[src/rtl/tpq_pkg.sv]
// Shared constants, codes and controller/datapath types for the two-priority
// transmit packet queue. No dependencies.
`default_nettype none
package tpq_pkg;

  localparam int HI_DEPTH  = 4;
  localparam int NM_DEPTH  = 8;
  localparam int ITEM_MAX  = 64;

  localparam int HI_SLOT_W = $clog2(HI_DEPTH);
  localparam int NM_SLOT_W = $clog2(NM_DEPTH);
  localparam int IDX_W     = $clog2(ITEM_MAX);
  localparam int LEN_W     = $clog2(ITEM_MAX + 2);
  localparam int HI_FILL_W = $clog2(HI_DEPTH + 1);
  localparam int NM_FILL_W = $clog2(NM_DEPTH + 1);
  localparam int HI_ADDR_W = HI_SLOT_W + IDX_W;
  localparam int NM_ADDR_W = NM_SLOT_W + IDX_W;

  localparam logic [15:0] TIMEOUT_RST = 16'd100;
  localparam logic [15:0] GUARD_RST   = 16'd20;
  localparam logic [7:0]  ACK_RST     = 8'd0;

  // input modes
  localparam logic [2:0] MODE_BYTE     = 3'd0;
  localparam logic [2:0] MODE_TICK     = 3'd1;
  localparam logic [2:0] MODE_DONE     = 3'd2;
  localparam logic [2:0] MODE_DISPATCH = 3'd3;
  localparam logic [2:0] MODE_CONN_RST = 3'd4;

  // result status codes
  localparam logic [3:0] ST_OK        = 4'd0;
  localparam logic [3:0] ST_FULL      = 4'd1;
  localparam logic [3:0] ST_BADLEN    = 4'd2;
  localparam logic [3:0] ST_STALE     = 4'd3;
  localparam logic [3:0] ST_TIMEOUT   = 4'd4;
  localparam logic [3:0] ST_IDLE      = 4'd5;
  localparam logic [3:0] ST_LINK_BUSY = 4'd6;
  localparam logic [3:0] ST_LINK_FAIL = 4'd7;
  localparam logic [3:0] ST_STAGED    = 4'd8;
  localparam logic [3:0] ST_RESET     = 4'd9;

  localparam logic [1:0] LINK_OK   = 2'd0;
  localparam logic [1:0] LINK_BUSY = 2'd1;

  localparam logic [1:0] CFG_TIMEOUT = 2'd0;
  localparam logic [1:0] CFG_GUARD   = 2'd1;
  localparam logic [1:0] CFG_ACK     = 2'd2;

  typedef enum logic [2:0] {
    S_IDLE,
    S_COPY,
    S_SEND_RD,
    S_SEND_LD,
    S_SEND_OUT,
    S_OUT
  } tpq_state_t;

  typedef struct packed {
    logic accept;
    logic copy_step;
    logic send_load;
    logic send_adv;
  } tpq_cmd_t;

  typedef struct packed {
    logic need_copy;
    logic need_send;
    logic copy_done;
    logic send_last;
  } tpq_stat_t;

endpackage
`default_nettype wire

[src/rtl/tpq_ctrl.sv]
// Sequencer for the packet queue: item acceptance, commit copy, byte streaming
// and result hand-off. Depends on tpq_pkg.
`default_nettype none
module tpq_ctrl
  import tpq_pkg::*;
(
  input  wire logic      clk,
  input  wire logic      rst_n,
  input  wire logic      in_valid,
  output logic           in_ready,
  output logic           out_valid,
  input  wire logic      out_ready,
  input  wire tpq_stat_t stat,
  output tpq_cmd_t       cmd
);
  tpq_state_t state_r, state_nxt;

  always_ff @(posedge clk) begin
    if (!rst_n) begin
      state_r <= S_IDLE;
    end else begin
      state_r <= state_nxt;
    end
  end

  always_comb begin
    state_nxt = state_r;
    cmd       = '0;
    in_ready  = 1'b0;
    out_valid = 1'b0;
    case (state_r)
      S_IDLE: begin
        in_ready = 1'b1;
        if (in_valid) begin
          cmd.accept = 1'b1;
          if (stat.need_copy) begin
            state_nxt = S_COPY;
          end else if (stat.need_send) begin
            state_nxt = S_SEND_RD;
          end else begin
            state_nxt = S_OUT;
          end
        end
      end
      S_COPY: begin
        cmd.copy_step = 1'b1;
        if (stat.copy_done) begin
          state_nxt = S_OUT;
        end
      end
      // wait for the registered store read
      S_SEND_RD: begin
        state_nxt = S_SEND_LD;
      end
      S_SEND_LD: begin
        cmd.send_load = 1'b1;
        state_nxt     = S_SEND_OUT;
      end
      S_SEND_OUT: begin
        out_valid = 1'b1;
        if (out_ready) begin
          if (stat.send_last) begin
            state_nxt = S_IDLE;
          end else begin
            cmd.send_adv = 1'b1;
            state_nxt    = S_SEND_RD;
          end
        end
      end
      S_OUT: begin
        out_valid = 1'b1;
        if (out_ready) begin
          state_nxt = S_IDLE;
        end
      end
      default: begin
        state_nxt = S_IDLE;
      end
    endcase
  end
endmodule
`default_nettype wire

[config.mk]
export PLATFORM = sky130hd
export DESIGN_NAME = tpq_ctrl
export DESIGN_NICKNAME = d
export VERILOG_FILES = /design/src/rtl/tpq_pkg.sv /design/src/rtl/tpq_ctrl.sv
export SDC_FILE = /design/constraint.sdc
export NUM_CORES = 1
export LEC_CHECK = 0
export BUFFER_PORTS_ARGS = -buffer_cell sky130_fd_sc_hd__buf_2
export CAP_MARGIN = 30
export CORE_AREA = 2 2 39 41
export CTS_CLUSTER_DIAMETER = 120
export DETAILED_ROUTE_END_ITERATION = 8
export DIE_AREA = 0 0 41 43
export PLACE_DENSITY = 0.41
export SLEW_MARGIN = 20
export SYNTH_ARGS = -nofsm -noshare
export SYNTH_HDL_FRONTEND = slang
export SYNTH_SLANG_ARGS = --single-unit
[constraint.sdc]
create_clock -name clk -period 3.55 [get_ports clk]
set_clock_uncertainty 0.2 [all_clocks]
set_input_delay 0.5325 -clock clk [delete_from_list [all_inputs] [get_ports clk]]
set_output_delay 0.5325 -clock clk [all_outputs]
set_load 0.02 [all_outputs]
# After elaboration in Yosys (flattened, before gate mapping)
# Cells that the tools add are included.
op_classes:
  n_reduce_logical: 3
  muxes: 17
  n_eq_ne: 9
ops:
  columns: ["op", "n"]
  rows:
  - ["$mux W3", 6]
  - ["$pmux W3 S6", 1]
  - ["$mux W1", 9]
  - ["$ne A2 B2 Y1 const B", 4]
  - ["$eq A3 B2 Y1 const B", 2]
  - ["$eq A3 B3 Y1 const B", 2]
  - ["$reduce_and A4 Y1", 1]
  - ["$eq A3 B1 Y1 const B", 1]
  - ["$logic_not A3 Y1", 1]
  - ["$mux W2", 1]
  - ["$reduce_or A2 Y1", 1]
totals:
  wordCells: 30
  out_inout_bits: 6
  in_bits: 8
  reg_bits: 3

# Longest topological paths before layout
logic_depth:
  word_depth: 4
  ltp_mapped: 4
  ltp_nobuf: 3

# Worst setup path before layout
# Ideal clock, no wire load.
synth_timing:
  kind: "flip-flop to output port"
  start: "reg state_r[0]"
  end: "out cmd[3] (netlist name)"
  t_arrival_ps: 1307
  stages_incl_launch_ff: 4
  setup_slack_ps: 1511
  n_path_buf: 1
  cell_sequence: "dfxtp_1 -> buf_2 -> nor3_1 -> and2_1"
synth_lines:
  columns: ["item", "line_no", "text"]
  rows:
  - ["start, declared", "tpq_ctrl.sv:16", "tpq_state_t state_r, state_nxt;"]
  - ["start signal, assigned", "tpq_ctrl.sv:22", "state_r <= state_nxt;"]
  - ["end, declared", "tpq_ctrl.sv:14", "output tpq_cmd_t cmd"]

==> impl_metrics.ini <==
[clocking]
htree_levels = 1
tritoncts = built
worst_skew_pair.late_latency_ns = 0.24
numCtsBuffers = 3
cts_setup_buffers = 0
cts_resized = 0
cts_hold_buf = 0
root_buffer = clkbuf_4
clock-sinks = 3
clock_path_buffers = 2
clk_pin_slew_ns = 0.04

[drt]
num_vias = 263
wirelength_um = 597
drtAntennaViolNets = 0
firstDrtPassIters = 2
routedWlPerCell_um = 10.1
drt_iter0_markers = 1
via_per_inst = 4.46
route.detailed.drc = 0

[finish]
final_cell_area_um2 = 337
fillers = 151
area_growth_syn_to_layout_pct = 36.5
fin_cells = 59
final_util_pct = 24.3
nets = 52
n_antenna_cell = 0
top_regs = state_r: 3 flops
largest_reg_flops = 3
drive_gt1_share_pct = 44.2
largest_register = state_r

[placed_design]
io_buffer_count = 13
dp.cells = 55
globalplace.congestion = 0.660
post-place-ws_ns = 1.75
hpwl_um = 435
place_area_um2 = 310

[setup_path]
critical_path_class = reg -> out
r2r-end = state_r[0]
start_kind = flop
reg2reg_depth = 3
cp-startpoint = state_r[2]
r2r-start = state_r[2]
endpoint = cmd[0]
endpoint_kind = output port
reg2reg_slack_ns = 2.12
worstPathArrival_ns = 1.30
crit_fanout = 9
cp.required_ns = 2.82

[synth]
synthSimpleGateAreaFrac_pct = 33.5
ys_warn_count = 0
ys_ff_latch = 3
synth_area_um2 = 246
ys_seq_area_share_pct = 24.4
syn_inst = 29
synth.net_count = 37
synth_top_family_by_area = simple AND/OR/NAND/NOR gates
synth-compound-area-share_pct = 21.8
ys_types = 20
synth_fa_ha_area_share_pct = 0
synth_mux_area_share_pct = 10.2
syn_area_per_cell_um2 = 8.50
synth_xor_area_share_pct = 0

[global_route]
grt_overflow = 0
antenna_found_initial = 0
grt_pass1_vias = 232
grt_start_max_net_pins = 11
grt_pass1_wl_um = 1010
grt_usage_pct = 8.74

[die]
io_pins = 14
core-area_mm2 = 0.00138
die_w_um = 41
initial_core_util_pct = 17.8
fp-row-count = 14
chipHeight_um = 43
design.die.area_mm2 = 0.00176

[sta]
drv_slew = 0
max_freq_ghz = 0.493
final-hold-violation-count = 0
setup_viol = 0
worst_slack_ns = 1.52
worstMarginPinSlew_ns = 0.361
hold_slack_ns = 0.343
fin_setup_tns_ns = 0
rsz0062_at_grt = false
min_period_ns = 2.03
finalCritPeriodShare_pct = 57.2
timing.slew.headroom_pct = 75.9

[power]
p_total_mw = 0.154
p_leak_nw = 0.161
peakVddDrop_mv = 0.136
power.density_mw_per_mm2 = 459

[worst_hold_path]
min_path_type = in -> reg
hold_start = rst_n

[flow_run]
cap_violations = 0

[run_status]
status = completed
report_power, final:
group / switching [mW] / internal [mW]
Combinational: 0.0230 / 0.0220
Clock: 0.0194 / 0.0422
Sequential: 0.0100 / 0.0378
Total: 0.0524 / 0.102
final cells by class:
type | instances | area (um^2) | area share [%]
Tap cell | 16 | 20.0 | 5.95
Timing Repair Buffer | 13 | 65.1 | 19.3
Inverter | 1 | 3.75 | 1.12
Sequential cell | 3 | 60.1 | 17.8
Multi-Input combinational cell | 22 | 161 | 48.0
Clock buffer | 4 | 26.3 | 7.81
worst min path at each step:
stage                     slack [ns]  cells past startpoint         end
after floorplan                 0.33                      2  state_r[2]
after global placement          0.43                      1  state_r[2]
after CTS                       0.34                      3  state_r[0]
after global routing            0.34                      3  state_r[0]
final                           0.34                      3  state_r[0]
after detailed placement        0.43                      1  state_r[1]
critical path, stage by stage, from the launching register on:
cell and delay, ns:
dfxtp_1 0.48, nor2b_2 0.21, nand3b_1 0.11, nor2_1 0.09
buf_2 0.16
routing by layer:
metal / global-route usage (%) / part of all wire, % / vias up
li1: - / - / 134
met5: 0 / 0 / -
met2: 10.3 / 45 / 10
met3: 4.71 / 5.7 / 2
met1: 11.6 / 48 / 117
met4: 6.00 / 1.7 / 0
cell usage after synthesis (all sizes together):
library cell,count,area [um^2]
nand2,1,3.75
mux2i,1,10.0
and3b,2,17.5
mux2,1,15.0
buf,3,21.3
inv,1,3.75
o21ai,2,10.0
nand3b,1,7.51
nor2b,1,8.76
a211oi,3,27.5
dfxtp,3,60.1
nor3b,2,15.0
nor2,2,7.51
nor3,2,10.0
o41ai,1,8.76
and2,1,6.26
nand2b,1,6.26
o21bai,1,7.51
placed cells by master, fill, tap and decap left out, types with 2 or more instances in the layout:
master | netlist | routed
buf_2 | 2 | 13
clkbuf_4 | 0 | 3
dfxtp_1 | 3 | 3
and3b_1 | 2 | 2
nor3_1 | 2 | 2
nor2_1 | 2 | 2
a211oi_1 | 2 | 2
nor3b_1 | 2 | 2
o21ai_0 | 2 | 2
cells by family (layout without fill, tap and decap cells):
kind of cell / Yosys count / in the layout
and+or+nand+nor: 13 / 13
AOI/OAI and AO/OA: 7 / 7
buffers and inverters: 4 / 18
DFF: 3 / 3
muxes: 2 / 2
Power figures use the tool's default switching activity.
